**src/bse_pkg.sv**
```systemverilog
package bse_pkg;

    // special codes
    localparam logic [4:0] CODE_LF    = 5'd2;
    localparam logic [4:0] CODE_SPACE = 5'd4;
    localparam logic [4:0] CODE_CR    = 5'd8;
    localparam logic [4:0] CODE_FIGS  = 5'd27;
    localparam logic [4:0] CODE_LTRS  = 5'd31;

    // case values
    localparam logic CASE_LTRS = 1'b0;
    localparam logic CASE_FIGS = 1'b1;

    // configuration register indexes
    localparam logic CFG_FIGURES_SET = 1'b0;
    localparam logic CFG_START_SHIFT = 1'b1;

    // output queue depth and pointer widths
    localparam int QUEUE_DEPTH = 4;
    localparam int PTR_W       = $clog2(QUEUE_DEPTH);
    localparam int CNT_W       = $clog2(QUEUE_DEPTH + 1);

    typedef struct packed {
        logic       hit;
        logic [4:0] code;
    } t_look;

    typedef struct packed {
        logic [4:0] code;
        logic       last;
        logic       shift_after;
    } t_res;

    // up to two codes written into the output queue at once
    typedef struct packed {
        logic valid;
        logic two;
        t_res first;
        t_res second;
    } t_push;

    // letters table, inverted: ascii to code
    function automatic t_look find_letter(input logic [7:0] ch);
        t_look r;
        r.hit  = 1'b1;
        r.code = 5'd0;
        case (ch)
            8'h45: r.code = 5'd1;   // E
            8'h0A: r.code = 5'd2;   // line feed
            8'h41: r.code = 5'd3;   // A
            8'h20: r.code = 5'd4;   // space
            8'h53: r.code = 5'd5;   // S
            8'h49: r.code = 5'd6;   // I
            8'h55: r.code = 5'd7;   // U
            8'h0D: r.code = 5'd8;   // carriage return
            8'h44: r.code = 5'd9;   // D
            8'h52: r.code = 5'd10;  // R
            8'h4A: r.code = 5'd11;  // J
            8'h4E: r.code = 5'd12;  // N
            8'h46: r.code = 5'd13;  // F
            8'h43: r.code = 5'd14;  // C
            8'h4B: r.code = 5'd15;  // K
            8'h54: r.code = 5'd16;  // T
            8'h5A: r.code = 5'd17;  // Z
            8'h4C: r.code = 5'd18;  // L
            8'h57: r.code = 5'd19;  // W
            8'h48: r.code = 5'd20;  // H
            8'h59: r.code = 5'd21;  // Y
            8'h50: r.code = 5'd22;  // P
            8'h51: r.code = 5'd23;  // Q
            8'h4F: r.code = 5'd24;  // O
            8'h42: r.code = 5'd25;  // B
            8'h47: r.code = 5'd26;  // G
            8'h4D: r.code = 5'd28;  // M
            8'h58: r.code = 5'd29;  // X
            8'h56: r.code = 5'd30;  // V
            default: r.hit = 1'b0;
        endcase
        return r;
    endfunction

    // figures tables, inverted; ita2 selects the international set
    function automatic t_look find_figure(input logic [7:0] ch, input logic ita2);
        t_look r;
        r.hit  = 1'b1;
        r.code = 5'd0;
        case (ch)
            8'h33: r.code = 5'd1;   // 3
            8'h0A: r.code = 5'd2;
            8'h2D: r.code = 5'd3;   // -
            8'h20: r.code = 5'd4;
            8'h07: r.code = ita2 ? 5'd11 : 5'd5;   // bell
            8'h27: r.code = ita2 ? 5'd5 : 5'd11;   // apostrophe
            8'h38: r.code = 5'd6;   // 8
            8'h37: r.code = 5'd7;   // 7
            8'h0D: r.code = 5'd8;
            8'h24: begin            // dollar, us set only
                r.hit  = !ita2;
                r.code = 5'd9;
            end
            8'h05: begin            // enquiry, ita2 set only
                r.hit  = ita2;
                r.code = 5'd9;
            end
            8'h34: r.code = 5'd10;  // 4
            8'h2C: r.code = 5'd12;  // comma
            8'h21: r.code = 5'd13;  // !
            8'h3A: r.code = 5'd14;  // :
            8'h28: r.code = 5'd15;  // (
            8'h35: r.code = 5'd16;  // 5
            8'h22: r.code = 5'd17;  // double quote
            8'h29: r.code = 5'd18;  // )
            8'h32: r.code = 5'd19;  // 2
            8'h23: begin            // hash, us set only
                r.hit  = !ita2;
                r.code = 5'd20;
            end
            8'h36: r.code = 5'd21;  // 6
            8'h30: r.code = 5'd22;  // 0
            8'h31: r.code = 5'd23;  // 1
            8'h39: r.code = 5'd24;  // 9
            8'h3F: r.code = 5'd25;  // ?
            8'h26: r.code = 5'd26;  // &
            8'h2E: r.code = 5'd28;  // .
            8'h2F: r.code = 5'd29;  // /
            8'h3B: r.code = 5'd30;  // ;
            default: r.hit = 1'b0;
        endcase
        return r;
    endfunction

endpackage

```
**src/baudot_shift_encoder.sv**
```systemverilog
// Baudot shift encoder: ascii bytes in, 5-bit ita2 codes out.
// Input channel: i_in_valid / o_in_stall with i_char_byte and i_message_start.
// Each byte may give no code (unknown byte), one code, or a FIGS/LTRS shift
// code followed by the character code; o_last marks the final code of a byte
// and o_shift_after gives the tracked case after each code.
// Output channel: o_out_valid / i_out_stall with o_baudot_code, o_last and
// o_shift_after, read from a four-entry output queue.
// Path: a byte waits in the input register, and its codes are then written into
// the output queue, which shows the first of them on the output port.
// Throughput: one byte per cycle while each gives at most one code and the
// receiver does not stall; the output port moves one code per cycle.
// The input register takes a new byte whenever the queue holds two or fewer
// codes, so a stalled receiver backs up into o_in_stall at three codes.
// Configuration: write figures_set (index 0) and start_shift (index 1) through
// i_cfg_we / i_cfg_idx / i_cfg_data while the block is idle.
// Reset (synchronous, active low) clears both registers, sets the tracked
// case to letters and empties the input register and the output queue.
module baudot_shift_encoder (
    input  logic       i_clk,
    input  logic       i_rst_n,
    input  logic       i_cfg_we,
    input  logic       i_cfg_idx,
    input  logic       i_cfg_data,
    input  logic       i_in_valid,
    output logic       o_in_stall,
    input  logic [7:0] i_char_byte,
    input  logic       i_message_start,
    output logic       o_out_valid,
    input  logic       i_out_stall,
    output logic [4:0] o_baudot_code,
    output logic       o_last,
    output logic       o_shift_after
);

    bse_pkg::t_push push;
    bse_pkg::t_res  res;
    logic           room;

    // input register, lookup and case tracking
    bse_front u_front (
        .i_clk           (i_clk),
        .i_rst_n         (i_rst_n),
        .i_cfg_we        (i_cfg_we),
        .i_cfg_idx       (i_cfg_idx),
        .i_cfg_data      (i_cfg_data),
        .i_in_valid      (i_in_valid),
        .o_in_stall      (o_in_stall),
        .i_char_byte     (i_char_byte),
        .i_message_start (i_message_start),
        .i_room          (room),
        .o_push          (push)
    );

    // output queue
    bse_outq u_outq (
        .i_clk       (i_clk),
        .i_rst_n     (i_rst_n),
        .i_push      (push),
        .o_room      (room),
        .o_out_valid (o_out_valid),
        .i_out_stall (i_out_stall),
        .o_res       (res)
    );

    assign o_baudot_code = res.code;
    assign o_last        = res.last;
    assign o_shift_after = res.shift_after;

endmodule

```
**src/bse_front.sv**
```systemverilog
module bse_front (
    input  logic                     i_clk,
    input  logic                     i_rst_n,
    input  logic                     i_cfg_we,
    input  logic                     i_cfg_idx,
    input  logic                     i_cfg_data,
    input  logic                     i_in_valid,
    output logic                     o_in_stall,
    input  logic [7:0]               i_char_byte,
    input  logic                     i_message_start,
    input  logic                     i_room,
    output bse_pkg::t_push           o_push
);

    logic       r_figures_set;
    logic       r_start_shift;
    logic       r_case;
    logic       r_in_valid;
    logic [7:0] r_char;
    logic       r_msg;

    logic           n_case;
    logic           fire;
    logic           cur;
    logic [7:0]     ch;
    bse_pkg::t_look lt;
    bse_pkg::t_look fg;
    logic           found;
    logic [4:0]     code;
    logic           need;
    logic           neutral;
    logic           shift;
    logic           final_case;
    bse_pkg::t_res  char_res;

    // configuration registers
    always_ff @(posedge i_clk) begin
        if (!i_rst_n) begin
            r_figures_set <= 1'b0;
            r_start_shift <= 1'b0;
        end else if (i_cfg_we) begin
            if (i_cfg_idx == bse_pkg::CFG_FIGURES_SET) begin
                r_figures_set <= i_cfg_data;
            end else begin
                r_start_shift <= i_cfg_data;
            end
        end
    end

    // item is encoded once the queue has room for two codes
    assign fire       = r_in_valid && i_room;
    assign o_in_stall = r_in_valid && !i_room;

    // input register
    always_ff @(posedge i_clk) begin
        if (!i_rst_n) begin
            r_in_valid <= 1'b0;
        end else if (!o_in_stall) begin
            r_in_valid <= i_in_valid;
        end
    end

    always_ff @(posedge i_clk) begin
        if (i_in_valid && !o_in_stall) begin
            r_char <= i_char_byte;
            r_msg  <= i_message_start;
        end
    end

    // fold case and look the byte up
    always_comb begin
        cur = r_msg ? r_start_shift : r_case;
        ch  = r_char;
        if (r_char >= 8'h61 && r_char <= 8'h7A) begin
            ch = r_char - 8'd32;
        end
        lt      = bse_pkg::find_letter(ch);
        fg      = bse_pkg::find_figure(ch, r_figures_set);
        found   = lt.hit || fg.hit;
        code    = lt.hit ? lt.code : fg.code;
        need    = lt.hit ? bse_pkg::CASE_LTRS : bse_pkg::CASE_FIGS;
        neutral = (code == bse_pkg::CODE_SPACE) || (code == bse_pkg::CODE_CR) ||
                  (code == bse_pkg::CODE_LF);
        shift   = !neutral && (need != cur);
        if (code == bse_pkg::CODE_SPACE) begin
            final_case = bse_pkg::CASE_LTRS;
        end else if (shift) begin
            final_case = need;
        end else begin
            final_case = cur;
        end
        n_case = found ? final_case : cur;
    end

    // tracked case
    always_ff @(posedge i_clk) begin
        if (!i_rst_n) begin
            r_case <= bse_pkg::CASE_LTRS;
        end else if (fire) begin
            r_case <= n_case;
        end
    end

    // codes for the output queue
    always_comb begin
        char_res.code        = code;
        char_res.last        = 1'b1;
        char_res.shift_after = final_case;
        o_push.valid  = fire && found;
        o_push.two    = shift;
        o_push.second = char_res;
        if (shift) begin
            o_push.first.code        = need ? bse_pkg::CODE_FIGS : bse_pkg::CODE_LTRS;
            o_push.first.last        = 1'b0;
            o_push.first.shift_after = need;
        end else begin
            o_push.first = char_res;
        end
    end

endmodule

```
**src/bse_outq.sv**
```systemverilog
module bse_outq (
    input  logic           i_clk,
    input  logic           i_rst_n,
    input  bse_pkg::t_push i_push,
    output logic           o_room,
    output logic           o_out_valid,
    input  logic           i_out_stall,
    output bse_pkg::t_res  o_res
);

    logic [bse_pkg::PTR_W-1:0] r_wr;
    logic [bse_pkg::PTR_W-1:0] r_rd;
    logic [bse_pkg::CNT_W-1:0] r_cnt;
    bse_pkg::t_res             r_mem [bse_pkg::QUEUE_DEPTH];

    logic                      pop;
    logic [bse_pkg::CNT_W-1:0] n_cnt;
    logic [bse_pkg::PTR_W-1:0] wr_next;

    assign o_out_valid = (r_cnt != '0);
    assign pop         = o_out_valid && !i_out_stall;
    assign o_res       = r_mem[r_rd];
    assign wr_next     = r_wr + bse_pkg::PTR_W'(1);

    // room for a full pair of codes
    assign o_room = (r_cnt <= bse_pkg::CNT_W'(bse_pkg::QUEUE_DEPTH - 2));

    always_comb begin
        n_cnt = r_cnt;
        if (i_push.valid) begin
            n_cnt = n_cnt + (i_push.two ? bse_pkg::CNT_W'(2) : bse_pkg::CNT_W'(1));
        end
        if (pop) begin
            n_cnt = n_cnt - bse_pkg::CNT_W'(1);
        end
    end

    // pointers and fill count
    always_ff @(posedge i_clk) begin
        if (!i_rst_n) begin
            r_wr  <= '0;
            r_rd  <= '0;
            r_cnt <= '0;
        end else begin
            r_cnt <= n_cnt;
            if (pop) begin
                r_rd <= r_rd + bse_pkg::PTR_W'(1);
            end
            if (i_push.valid) begin
                r_wr <= i_push.two ? wr_next + bse_pkg::PTR_W'(1) : wr_next;
            end
        end
    end

    // queue storage
    always_ff @(posedge i_clk) begin
        if (i_push.valid) begin
            r_mem[r_wr] <= i_push.first;
            if (i_push.two) begin
                r_mem[wr_next] <= i_push.second;
            end
        end
    end

endmodule

```
**config.mk**
```make
export PLATFORM = sky130hd
export DESIGN_NAME = baudot_shift_encoder
export DESIGN_NICKNAME = d
export VERILOG_FILES = /design/src/bse_pkg.sv /design/src/baudot_shift_encoder.sv /design/src/bse_front.sv /design/src/bse_outq.sv
export SDC_FILE = /design/constraint.sdc
export NUM_CORES = 1
export LEC_CHECK = 0
export ABC_AREA = 1
export ABC_CLOCK_PERIOD_IN_PS = 4200
export BUFFER_PORTS_ARGS = -buffer_cell sky130_fd_sc_hd__buf_2
export CAP_MARGIN = 20
export CELL_PAD_IN_SITES_DETAIL_PLACEMENT = 1
export CELL_PAD_IN_SITES_GLOBAL_PLACEMENT = 2
export CORE_MARGIN = 4
export CORE_UTILIZATION = 35
export DETAILED_ROUTE_END_ITERATION = 8
export HOLD_SLACK_MARGIN = 0.05
export PLACE_DENSITY_LB_ADDON = 0.1
export SYNTH_ARGS = -nofsm -noshare
export SYNTH_HDL_FRONTEND = slang
export SYNTH_SLANG_ARGS = --single-unit
```
**constraint.sdc**
```tcl
create_clock -name i_clk -period 4.2 [get_ports i_clk]
set_clock_uncertainty 0.1 [all_clocks]
set_input_delay 0.42 -clock i_clk [delete_from_list [all_inputs] [get_ports i_clk]]
set_output_delay 0.42 -clock i_clk [all_outputs]
set_load 0.02 [all_outputs]
```
==> results.toml <==
[clock_network]
cts_tree = "done"
cts_root_buffer = "clkbuf_8"
clock_latency_ps = 320
clock_sinks = 50
h-tree-depth = 2
cts_made_buffers = 5
cts.path.max_buffers = 2
clk_pin_slew_ps = 110

[final_layout]
layout-drive-gt1-share = 0.186
layout.nets = 584
register_area_mm2 = 0.00133
post-route-util = 0.407
fillCellCount = 1365
n_antenna_cell = 0
multi_input_area_mm2 = 0.00212
area_delta_synth_final_pct = 13.2
postLayoutCellArea_mm2 = 0.00422

[synth]
synth_fp_nets = 547
synth_area_leader_cell = "edfxtp_1"
synth-simple-area-share = 0.400
synth_edf_count = 33
synthDominantCellAreaShare = 0.266
avgSynthCellArea_um2 = 7.14
synthAdderAreaFrac = 0.0322
ys_warn_count = 0
synth_xor_area_frac = 0
synthArstFlopShare = 0
synthMuxAreaShare = 0
yosys.cell_count.top_type = "nand2_1"
synth_cell_type_count = 38
synth_top_family_by_area = "simple AND/OR/NAND/NOR gates"
postSynthCellCount = 522
synth-compound-area-share = 0.123
synthTopCellsByCount = "nand2_1, nor2_1, inv_1"
ys.flop_type = "edfxtp_1"
yosysSeqAreaShare = 0.357
synth_area_leaders = "edfxtp_1, nand2_1, nor2_1"
synthesis.area_mm2 = 0.00373
ys_ff_latch = 50

[min_path]
hold_path_depth = 1
hp-start = "i_char_byte[0]"
hold_class = "input port to register"
holdPathEnd = "u_front.r_char[0]"

[critical_path]
r2r_setup_slack_ps = 300
startpoint_type = "register"
cp_slowest_cell = "edfxtp_1"
crit_fanout = 13
r2r_end = "u_outq.r_cnt[1]"
arrival_ps = 4020
critPathMaxStageDelay_ps = 520
cp_top_family = "simple AND/OR/NAND/NOR gates"
r2r-start = "u_front.r_char[2]"
crit_top_cell = "nand2_1"
cp-end-kind = "register"
worst-path-buf-inv = 5
required_ps = 4310
crit_type = "register to register"
r2r_cells = 26

[drt]
drt_wl_total_mm = 11.4
route.vias.total = 3646
avgRoutedWirePerCell_um = 16.4
ant_nets = 0
first_iter_violations = 183
drcViolationCount = 0
drt_first_pass_iters = 5
avgViaCountPerCell = 5.24

[outcome]
status = "completed"

[power_and_ir_drop]
cellPowerDensity_mw_per_mm2 = 414
clockPowerShare = 0.201
seq_power_share = 0.372
p_leak_uw = 0.00201
swShare = 0.423
p_comb_frac = 0.427
p_int_uw = 1010
vdd_ir_drop_max_uv = 255
p_sw_uw = 739

[sta]
hold_slack_ps = 167
finalHoldViolations = 0
finalCritPeriodShare = 0.930
relSlewSlack = 0.465
min_period_ps = 3900
fmaxAchievable_ghz = 0.256
worst_slew_pin_slew_ps = 800
finalMaxSlewViolations = 0
setup_viol = 0

[place]
placed_cell_area_mm2 = 0.00397
dp_hpwl_mm = 9.10
port_buffers = 24
finalWeightedCongestion = 0.898

[global_routing]
grt_max_degree = 21
antenna_found_initial = 0
grt_pass1_wl_mm = 18.8
grt_pass1_vias = 3704
grtUsageMet1 = 0.261
grt.total_usage = 0.186
grtUsageMet2 = 0.300
grt_overflow = 0
globalRoute.busiestLayer = "met2"
use_met3 = 0.0317

[die]
design.core.area_mm2 = 0.0104
start_util = 0.359
die_y_um = 111
fp.dieW_um = 111
row_count = 37
die-area_mm2 = 0.0124
num_io_pins = 25

[flow_run]
cap_viol_max_count = 0
[state kept, by name, summed over array words and instances, names as in the netlist, named ones only]
| signal | count |
|---|---|
| u_front.r_in_valid | 1 |
| u_outq.r_mem | 28 |
| u_front.r_char | 8 |
| u_front.r_msg | 1 |
| u_outq.r_cnt | 3 |
| u_front.r_figures_set | 1 |
| u_outq.r_rd | 2 |
| u_outq.r_wr | 2 |
| u_front.r_start_shift | 1 |
| u_front.r_case | 1 |
[layout by cell type (no fill, tap or decap), types with 15 or more instances in the layout]
cell,count
dfxtp_1,17
nor2_4,15
nor2_1,94
buf_2,24
nand3_1,56
nand2_1,94
inv_1,57
edfxtp_1,33
a21oi_1,30
o21ai_0,35
[worst register-to-register path, delay by kind of cell, from the launching register on]
kind                       cells  cell delay (ps)
and+or+nand+nor               16             1590
adders and majority gates      3              900
DFF                            1              520
buffers and inverters          5              420
AOI/OAI and AO/OA              2              290
[per-layer routing]
| metal | routed length, um | vias up |
|---|---|---|
| met1 | 5470 | 1754 |
| li1 | - | 1800 |
| met2 | 5260 | 81 |
| met4 | 121 | 0 |
| met3 | 574 | 11 |
| met5 | 0 | - |
[power groups by stage]
stage | clock network (uW) | logic (uW) | registers [uW]
after floorplan | 0 | 556 | 633
after global placement | 0 | 707 | 660
after detailed placement | 0 | 719 | 663
after CTS | 359 | 722 | 653
after global routing | 380 | 847 | 661
final | 350 | 745 | 650
[cell families (layout without fill, tap and decap cells)]
| group | Yosys count | after routing |
|---|---|---|
| AO/OA/AOI/OAI | 84 | 84 |
| buffers and inverters | 75 | 111 |
| flip-flops | 50 | 50 |
| adder cells (fa/ha/maj) | 9 | 9 |
| AND/OR/NAND/NOR | 304 | 306 |
[cell type report]
| cell class | count | area share |
|---|---|---|
| clock buffers | 6 | 0.0172 |
| flip-flops and latches | 50 | 0.316 |
| repair buffers | 38 | 0.0563 |
| clock inverters | 2 | 0.00890 |
| well taps | 136 | 0.0403 |
| inverters | 65 | 0.0584 |
| multi-input cells | 399 | 0.503 |
[what timing repair did]
| action | CTS | global route |
|---|---|---|
| cloned | 0 | 2 |
| gates resized for setup | 1 | 8 |
| endpoints found under the setup margin | 2 | 5 |
| hold buffers | 0 | 0 |
| pin swaps | 0 | 3 |
| buffers inserted | 0 | 9 |
[through the flow]
stage | setup WS (ps) | setup TNS (ps) | instances | total power, uW
finish | 295 | 0 | 696 | 1750
global route | -34.5 | -34.5 | 696 | 1890
CTS | 148 | 0 | 685 | 1730
detailed placement | -15.2 | -15.2 | 677 | 1380
global placement | 148 | 0 | 677 | 1370
floorplan | 559 | 0 | 522 | 1190
[worst max path at each step]
| stage | cells after the start | endpoint | from | slack (ps) |
|---|---|---|---|---|
| after floorplan | 28 | u_outq.r_cnt[1] | u_front.r_char[2] | 560 |
| after global placement | 24 | u_outq.r_cnt[1] | u_front.r_char[2] | 150 |
| after detailed placement | 24 | u_outq.r_cnt[1] | u_front.r_char[2] | -20 |
| after CTS | 24 | u_outq.r_cnt[1] | u_front.r_char[2] | 150 |
| after global routing | 24 | u_outq.r_cnt[1] | u_front.r_char[2] | -30 |
| final | 26 | u_outq.r_cnt[1] | u_front.r_char[2] | 300 |
No activity file was read; power rests on OpenSTA's default activity.
